**config.mk**
```make
export PLATFORM = sky130hd
export DESIGN_NAME = bcep_ctrl
export DESIGN_NICKNAME = d
export VERILOG_FILES = /design/src/rtl/bcep_pkg.sv /design/src/rtl/bcep_ctrl.sv
export SDC_FILE = /design/constraint.sdc
export NUM_CORES = 1
export LEC_CHECK = 0
export BUFFER_PORTS_ARGS = -buffer_cell sky130_fd_sc_hd__buf_2
export CELL_PAD_IN_SITES_DETAIL_PLACEMENT = 1
export CELL_PAD_IN_SITES_GLOBAL_PLACEMENT = 1
export CORE_MARGIN = 1
export CORE_UTILIZATION = 35
export CTS_BUF_LIST = sky130_fd_sc_hd__clkbuf_4 sky130_fd_sc_hd__clkbuf_8 sky130_fd_sc_hd__clkbuf_16
export CTS_CLUSTER_SIZE = 14
export DETAILED_ROUTE_END_ITERATION = 16
export HOLD_SLACK_MARGIN = 0.08
export PLACE_DENSITY = 0.71
export SYNTH_ARGS = -nofsm -noshare
export SYNTH_HDL_FRONTEND = slang
export SYNTH_SLANG_ARGS = --single-unit
```
**constraint.sdc**
```tcl
create_clock -name clk -period 2.11 [get_ports clk]
set_clock_uncertainty 0.15 [all_clocks]
set_input_delay 0.5275 -clock clk [delete_from_list [all_inputs] [get_ports clk]]
set_output_delay 0.5275 -clock clk [all_outputs]
set_load 0.005 [all_outputs]
```
**src/rtl/bcep_pkg.sv**
```systemverilog
// Shared types, constants and saturating arithmetic for the biomorph pixel engine.
`timescale 1ns / 1ps

package bcep_pkg;

  // Image geometry and the axis mapping constants.
  localparam int WIDTH  = 1024;
  localparam int HEIGHT = 1024;
  localparam int HALF_W = (WIDTH / 2 == 0) ? 1 : WIDTH / 2;
  localparam int HALF_H = (HEIGHT / 2 == 0) ? 1 : HEIGHT / 2;
  localparam int ASPECT_NUM = 177;
  localparam int ASPECT_DEN = 100;
  localparam int FRAC = 24;

  localparam logic signed [63:0] SMAX = 64'sh7FFF_FFFF_FFFF_FFFF;
  localparam logic [63:0] DRAW_RE_LIM = 64'd300 << FRAC;
  localparam logic [63:0] DRAW_IM_LIM = 64'd10000 << FRAC;

  // Configuration register indexes.
  localparam logic [2:0] CFG_ZOOM       = 3'd0;
  localparam logic [2:0] CFG_PAN_X      = 3'd1;
  localparam logic [2:0] CFG_PAN_Y      = 3'd2;
  localparam logic [2:0] CFG_CONST_RE   = 3'd3;
  localparam logic [2:0] CFG_CONST_IM   = 3'd4;
  localparam logic [2:0] CFG_ITER_LIMIT = 3'd5;
  localparam logic [2:0] CFG_BASE_COLOR = 3'd6;

  // Product codes, in the order the sequencer computes them.
  localparam logic [2:0] PROD_RE2 = 3'd0;
  localparam logic [2:0] PROD_IM2 = 3'd1;
  localparam logic [2:0] PROD_RE3 = 3'd2;
  localparam logic [2:0] PROD_IM3 = 3'd3;
  localparam logic [2:0] PROD_A   = 3'd4;
  localparam logic [2:0] PROD_B   = 3'd5;

  typedef struct packed {
    logic [9:0] pix_x;
    logic [9:0] pix_y;
  } pix_in_t;

  typedef struct packed {
    logic [9:0]  out_x;
    logic [9:0]  out_y;
    logic        draw;
    logic [31:0] pixel_color;
  } result_t;

  // Controller to datapath commands.
  typedef struct packed {
    logic       load;
    logic       prep;
    logic       axis;
    logic       div_start;
    logic       map_wr;
    logic       op_ld;
    logic       acc_clr;
    logic       mul_en;
    logic [1:0] mul_part;
    logic       acc_en;
    logic [1:0] acc_part;
    logic       fix_wr;
    logic [2:0] pidx;
    logic       comb0;
    logic       comb1;
    logic       comb2;
    logic       res_wr;
  } cmd_t;

  // Datapath to controller status.
  typedef struct packed {
    logic cont;
    logic div_done;
  } stat_t;

  // Add two values and clamp to the symmetric range.
  function automatic logic signed [63:0] sat_add(input logic signed [63:0] a,
                                                 input logic signed [63:0] b);
    logic signed [64:0] s;
    s = 65'(a) + 65'(b);
    if (s > 65'(SMAX)) begin
      return SMAX;
    end else if (s < -65'(SMAX)) begin
      return -SMAX;
    end
    return s[63:0];
  endfunction

  // Triple a value and clamp to the symmetric range.
  function automatic logic signed [63:0] sat_mul3(input logic signed [63:0] a);
    logic signed [65:0] s;
    s = 66'(a) + 66'(a) + 66'(a);
    if (s > 66'(SMAX)) begin
      return SMAX;
    end else if (s < -66'(SMAX)) begin
      return -SMAX;
    end
    return s[63:0];
  endfunction

endpackage

```
**src/rtl/bcep_ctrl.sv**
```systemverilog
// Controller: sequences mapping, the six products and the combine steps of each iteration.
`timescale 1ns / 1ps

module bcep_ctrl import bcep_pkg::*; (
  input  logic  clk,
  input  logic  rst,
  input  logic  start,
  output logic  busy,
  output logic  done,
  output cmd_t  cmd,
  input  stat_t stat
);

  typedef enum logic [11:0] {
    S_IDLE  = 12'b0000_0000_0001,
    S_PREP  = 12'b0000_0000_0010,
    S_GO    = 12'b0000_0000_0100,
    S_WAIT  = 12'b0000_0000_1000,
    S_TEST  = 12'b0000_0001_0000,
    S_MUL   = 12'b0000_0010_0000,
    S_FIX   = 12'b0000_0100_0000,
    S_COMB0 = 12'b0000_1000_0000,
    S_COMB1 = 12'b0001_0000_0000,
    S_COMB2 = 12'b0010_0000_0000,
    S_FIN   = 12'b0100_0000_0000,
    S_OUT   = 12'b1000_0000_0000
  } state_t;

  state_t     state, state_next;
  logic       axis, axis_next;
  logic [2:0] pidx, pidx_next;
  logic [2:0] sc, sc_next;

  assign busy = (state != S_IDLE);
  assign done = (state == S_OUT);

  // Next state and counters.
  always_comb begin
    state_next = state;
    axis_next  = axis;
    pidx_next  = pidx;
    sc_next    = sc;
    unique case (state)
      S_IDLE: begin
        if (start) begin
          state_next = S_PREP;
          axis_next  = 1'b0;
        end
      end
      S_PREP: state_next = S_GO;
      S_GO:   state_next = S_WAIT;
      S_WAIT: begin
        if (stat.div_done) begin
          if (axis) begin
            state_next = S_TEST;
          end else begin
            axis_next  = 1'b1;
            state_next = S_PREP;
          end
        end
      end
      S_TEST: begin
        if (stat.cont) begin
          state_next = S_MUL;
          pidx_next  = PROD_RE2;
          sc_next    = '0;
        end else begin
          state_next = S_FIN;
        end
      end
      S_MUL: begin
        sc_next = sc + 3'd1;
        if (sc == 3'd5) begin
          state_next = S_FIX;
        end
      end
      S_FIX: begin
        sc_next = '0;
        if (pidx == PROD_B) begin
          state_next = S_COMB0;
        end else begin
          pidx_next  = pidx + 3'd1;
          state_next = S_MUL;
        end
      end
      S_COMB0: state_next = S_COMB1;
      S_COMB1: state_next = S_COMB2;
      S_COMB2: state_next = S_TEST;
      S_FIN:   state_next = S_OUT;
      S_OUT:   state_next = S_IDLE;
      default: state_next = S_IDLE;
    endcase
  end

  always_ff @(posedge clk) begin
    if (rst) begin
      state <= S_IDLE;
      axis  <= 1'b0;
      pidx  <= '0;
      sc    <= '0;
    end else begin
      state <= state_next;
      axis  <= axis_next;
      pidx  <= pidx_next;
      sc    <= sc_next;
    end
  end

  // Commands to the datapath.
  always_comb begin
    cmd           = '0;
    cmd.axis      = axis;
    cmd.pidx      = pidx;
    cmd.load      = (state == S_IDLE) && start;
    cmd.prep      = (state == S_PREP);
    cmd.div_start = (state == S_GO);
    cmd.map_wr    = (state == S_WAIT) && stat.div_done;
    cmd.op_ld     = (state == S_MUL) && (sc == 3'd0);
    cmd.acc_clr   = (state == S_MUL) && (sc == 3'd0);
    cmd.mul_en    = (state == S_MUL) && (sc >= 3'd1) && (sc <= 3'd4);
    cmd.mul_part  = 2'(sc - 3'd1);
    cmd.acc_en    = (state == S_MUL) && (sc >= 3'd2);
    cmd.acc_part  = 2'(sc - 3'd2);
    cmd.fix_wr    = (state == S_FIX);
    cmd.comb0     = (state == S_COMB0);
    cmd.comb1     = (state == S_COMB1);
    cmd.comb2     = (state == S_COMB2);
    cmd.res_wr    = (state == S_FIN);
  end

  // A started pixel makes the block busy in the next cycle.
  a_start_busy: assert property (@(posedge clk) disable iff (rst)
    (start && !busy) |=> busy)
    else $error("start not taken");

  // A result strobe lasts one cycle and the block is free right after.
  a_done_once: assert property (@(posedge clk) disable iff (rst)
    done |=> (!done && !busy))
    else $error("result strobe held");

  // The divider is always waited on after it is started.
  a_div_wait: assert property (@(posedge clk) disable iff (rst)
    cmd.div_start |=> (state == S_WAIT))
    else $error("divider start without wait");

  // Products are only written back for a valid product code.
  a_pidx_ok: assert property (@(posedge clk) disable iff (rst)
    cmd.fix_wr |-> (pidx <= PROD_B))
    else $error("bad product code");

endmodule

```
* Yosys cells after proc, flatten, opt, wreduce, memory -nomap -nowiden
Index checks and enable logic that the tools add are counted.
** Word-level totals
- Bits in registers :: 19
- Bits of input ports :: 5
- Output and inout bits :: 23
- Word-level logic and storage cells :: 59
** Cells by class
- Add/sub/neg operators :: 4
- Magnitude comparators :: 3
- Equal/unequal tests :: 20
- Multiplexer cells :: 14
- Reductions and logical operators :: 14
** Operators with widths (number)
- 12-bit one-hot mux with 11 select lines :: 1
- 12-bit 2-to-1 mux :: 3
- 12-bit by 1-bit == test with 1-bit output, second input constant :: 1
- 12-bit by 10-bit == test with 1-bit output, second input constant :: 1
- 12-bit by 11-bit == test with 1-bit output, second input constant :: 1
- 12-bit == test, second input constant :: 1
- 12-bit by 2-bit == test with 1-bit output, second input constant :: 1
- 12-bit by 3-bit == test with 1-bit output, second input constant :: 1
- 12-bit by 4-bit == test with 1-bit output, second input constant :: 1
- 12-bit by 5-bit == test with 1-bit output, second input constant :: 1
- 12-bit by 6-bit == test with 1-bit output, second input constant :: 1
- 12-bit by 7-bit == test with 1-bit output, second input constant :: 1
- 12-bit by 8-bit == test with 1-bit output, second input constant :: 1
- 12-bit by 9-bit == test with 1-bit output, second input constant :: 1
- 12-bit by 1-bit != test with 1-bit output, second input constant :: 1
- 11-bit 2-to-1 mux :: 1
- 2-bit != test, second input constant :: 5
- 3-bit one-hot mux with 3 select lines :: 1
- 3-bit AND reduction :: 3
- 8-bit 2-to-1 mux :: 1
- 3-bit by 1-bit adder with 3-bit output, second input constant :: 2
- 3-bit == test, second input constant :: 2
- 1-bit logical AND :: 6
- 3-bit 2-to-1 mux :: 2
- 13 further kinds :: 15

* Logic depth before layout (Yosys ltp)
- Word-level depth :: 3
- Depth in mapped cells :: 6
- Depth with buffers taken out :: 6

* Worst setup path before layout
No wires, ideal clock.
- Path kind :: flip-flop to output port
- From :: register state[6]
- To :: output cmd[15] (netlist bit)
- Data arrival time :: 1.575 ns
- Data required time :: 1.432 ns
- Path slack :: -0.142 ns
- Cell stages (with the launch flop) :: 6
- Path buffers :: 2
- Path through :: dfxtp_1 -> buf_4 -> nor4b_1 -> nand3_1 -> nor3b_1 -> buf_4
** RTL lines
- start, declared :: RTL line bcep_ctrl.sv:29 : state_t state, state_next;
- start signal, assigned :: RTL line bcep_ctrl.sv:102 : state <= state_next;
- end, declared :: RTL line bcep_ctrl.sv:10 : output cmd_t cmd,

==> results.yml <==
route:
  wl_per_cell_um: 25.6
  first_iter_violations: 185
  dr.pass1.iters: 4
  postRouteAntennaNets: 0
  finalWirelength_um: 7290
  viasPerCell: 5.94
  routed-via-count: 1693
  drc: 0
timing:
  fin_crit_sh_pct: 121
  fmax_mhz: 390
  relSlewSlack_pct: 67.8
  finalWorstSetupSlack_ns: -0.451
  rsz0062_at_grt: "true"
  setup_viol_count_final: 27
  period_minus_slack_ns: 2.56
  slew_viol_final: 0
  worstMarginPinSlew_ns: 0.476
  hold_viol_final: 0
power:
  power_density_nw_per_um2: 418
  combPwrFrac_pct: 37.9
  peakVddDrop_mv: 0.322
  netSwitchingFraction_pct: 36.3
  p_int_uw: 609
  p_seq_share_pct: 39.4
  power.switching_uw: 347
  leakagePower_uw: 0.00102
  clkPwrFrac_pct: 22.8
  finalPower_uw: 956
critical_path:
  crit_type: "flip-flop to primary output"
  crit_path_end_kind: "primary output"
  critical_path.cell_chain: "nor4_4 -> nand3_2 -> or3b_4 -> inv_2 -> buf_2"
  crit_family: "simple AND/OR/NAND/NOR gates"
  critPathSlowestCell: "or3b_4"
  r2r_slack_ns: -0.21
  cp_data_arrival_time_ns: 1.88
  critPathMaxStageDelay_ns: 0.44
  cp.required_ns: 1.43
  crit-reg2reg-launch: "state[10]"
  cp_num_buf_inv: 2
  cp-start-kind: "flip-flop"
  rr_endpoint: "state[4]"
  worstPathMaxFanout: 3
  ff2ff_path_depth: 10
placement:
  pre_cts_ws_ns: -0.0993
  gp_congestion: 0.841
  port_buffers: 27
  dpl-instance-area_um2: 1590
  dp_hpwl_um: 3030
final_layout:
  area_growth_pct: 86.5
  drive_gt1_share_pct: 62.3
  finalNetCount: 250
  multi_input_area_um2: 1010
  utilization_pct: 68.5
  fillers: 386
  num_antenna_cells: 0
  regArea_um2: 408
  fin_area_um2: 2290
hold_path:
  hold_path_depth: 2
  min_to: "state[10]"
  min-delay-start: "stat[1]"
  hp-class: "input pin to flip-flop"
status:
  status: "complete, but fails checks"
  violations: "setup timing"
clocking:
  cts_hold_buf: 0
  cts_tree: "done"
  cts_root_buf: "clkbuf_4"
  clk_latency_ns: 0.33
  cts_buffer_depth: 2
  cts_made_buffers: 3
  cts.htree.levels: 1
  path_clk_slew_ns: 0.13
  cts.sinks: 19
logic_synthesis:
  syn_nets: 158
  yosys_warnings: 0
  synth-seq-cells: 19
  ys_seq_area_share_pct: 31.0
  avgSynthCellArea_um2: 8.28
  syn-instance-count: 148
  synth.distinct_cells: 41
  netlist_area_um2: 1230
grt:
  grt_overflow_total: 0
  grt_pass1_vias: 1697
  grt_usage_pct: 35.8
  grt_pass1_wl_um: 9280
  antenna_found_initial: 0
  grt_max_degree: 12
die:
  start_util_pct: 36.7
  fp.dieH_um: 61.2
  die_w_um: 61.2
  die_area_um2: 3740
  ios: 28
  core.rowCount: 21
  core-area_um2: 3340
run:
  drv_cap: 0
[sequential cells by signal, summed over array words and instances, names as in the netlist]
| signal | cells |
|---|---|
| state | 12 |
| pidx | 3 |
| sc | 3 |
| axis | 1 |
[final cells by class]
class,count,share of cell area [%]
Multi-Input combinational cell,111,44.1
Timing Repair Buffer,94,32.5
Sequential cell,19,17.8
Tap cell,46,2.52
Inverter,11,1.81
Clock buffer,3,0.985
Clock inverter,1,0.219
[power by group through the flow]
stage	combinational (µW)	sequential (µW)	clock, µW
after floorplan	82.5	389	0
after global placement	168	387	0
after detailed placement	175	387	0
after CTS	247	375	204
after global routing	372	377	229
final	362	377	218
[kinds of logic (layout without fill, tap and decap cells)]
family | count (synthesis) | count (layout) | share of synthesized area, %
AO/OA/AOI/OAI | 25 | 25 | 13.5
AND/OR/NAND/NOR | 76 | 76 | 39.2
XOR/XNOR | 5 | 5 | 3.57
adder cells (fa/ha/maj) | 5 | 5 | 5.10
flip-flops | 19 | 19 | 31.0
buffers and inverters | 18 | 109 | 7.65
[cells in the final DEF (no fill, tap or decap), types with 2 or more instances in the layout]
| cell type | synthesis | final |
|---|---|---|
| nor4_4 | 2 | 4 |
| nor2_1 | 15 | 7 |
| a21oi_1 | 10 | 9 |
| buf_6 | 1 | 24 |
| buf_4 | 5 | 43 |
| inv_1 | 11 | 10 |
| dfxtp_1 | 19 | 9 |
| nand3b_1 | 2 | 2 |
| clkbuf_4 | 0 | 3 |
| buf_2 | 0 | 26 |
| dfxtp_4 | 0 | 6 |
| ha_1 | 5 | 5 |
| nand2_1 | 8 | 6 |
| nor2_2 | 0 | 5 |
| nor4b_4 | 0 | 2 |
| a211oi_1 | 2 | 2 |
| nor2b_1 | 2 | 2 |
| nand4_1 | 3 | 3 |
| and3_1 | 2 | 2 |
| nor3_1 | 6 | 3 |
| nand2b_1 | 4 | 4 |
| nor3_2 | 0 | 2 |
| nand3_4 | 0 | 3 |
| o31ai_1 | 3 | 2 |
| dfxtp_2 | 0 | 4 |
| xnor2_1 | 2 | 2 |
| xor2_1 | 3 | 3 |
| or4_4 | 0 | 4 |
| nand3_1 | 5 | 2 |
| o21ai_0 | 6 | 4 |
| nor2_4 | 0 | 3 |
[routing by layer]
layer	share of wire [%]	track usage, %
met4	6.4	17.5
met1	38	40.4
met5	0	0
met2	49	64.9
met3	6.9	5.67
[how the worst max path moves through the flow]
stage | from | endpoint | slack, ns | cells past startpoint
CTS | state[9] | cmd[16] | -0.35 | 6
floorplan | state[0] | cmd[15] | -0.003 | 4
detailed placement | state[11] | cmd[17] | -0.1 | 6
global placement | state[11] | cmd[17] | -0.07 | 6
finish | state[0] | cmd[1] | -0.45 | 5
global route | state[7] | cmd[1] | -0.48 | 5
[through the flow]
step | instances | hold slack, ns | TNS (ns)
global route | 285 | 0.252 | -7.91
CTS | 279 | 0.258 | -3.56
finish | 285 | 0.255 | -6.73
detailed placement | 242 | 0.335 | -0.200
floorplan | 148 | 0.304 | -0.00261
global placement | 242 | 0.320 | -0.143
[Yosys cell counts]
master | n | area share (%)
and2_1 | 1 | 0.51
o21ai_0 | 6 | 2.4
nand2b_1 | 4 | 2.0
nor4_4 | 2 | 3.5
or3b_1 | 1 | 0.71
and4_1 | 1 | 0.71
o32a_4 | 1 | 1.8
nor2_1 | 15 | 4.6
o22a_1 | 1 | 0.71
nor4_1 | 4 | 2.0
a21oi_1 | 10 | 4.1
nand2_1 | 8 | 2.4
or4_1 | 5 | 3.1
and3_1 | 2 | 1.0
nor3b_1 | 2 | 1.2
or4b_1 | 1 | 0.82
o31ai_1 | 3 | 1.8
xnor2_1 | 2 | 1.4
a211oi_1 | 2 | 1.2
buf_4 | 5 | 3.1
nand3b_1 | 2 | 1.2
and2_0 | 2 | 1.0
nor4b_1 | 4 | 2.9
nor3_1 | 6 | 2.4
and2b_1 | 1 | 0.61
buf_6 | 1 | 0.92
a41oi_1 | 1 | 0.71
nand3_2 | 1 | 0.82
or4b_4 | 1 | 1.1
o21bai_1 | 1 | 0.61
inv_1 | 11 | 3.4
ha_1 | 5 | 5.1
and4b_1 | 1 | 0.82
nand3_1 | 5 | 2.0
xor2_1 | 3 | 2.1
or3_1 | 1 | 0.51
nor2b_1 | 2 | 1.0
or2_2 | 1 | 0.51
clkbuf_1 | 1 | 0.31
dfxtp_1 | 19 | 31
nand4_1 | 3 | 1.5
[what timing repair did]
| item | in CTS | in global routing |
|---|---|---|
| gates cloned | 0 | 0 |
| setup endpoints to repair | 21 | 30 |
| resized for setup | 56 | 36 |
| pin swaps | 15 | 9 |
| buffers inserted | 33 | 13 |
(Power assumes the default switching activity.)
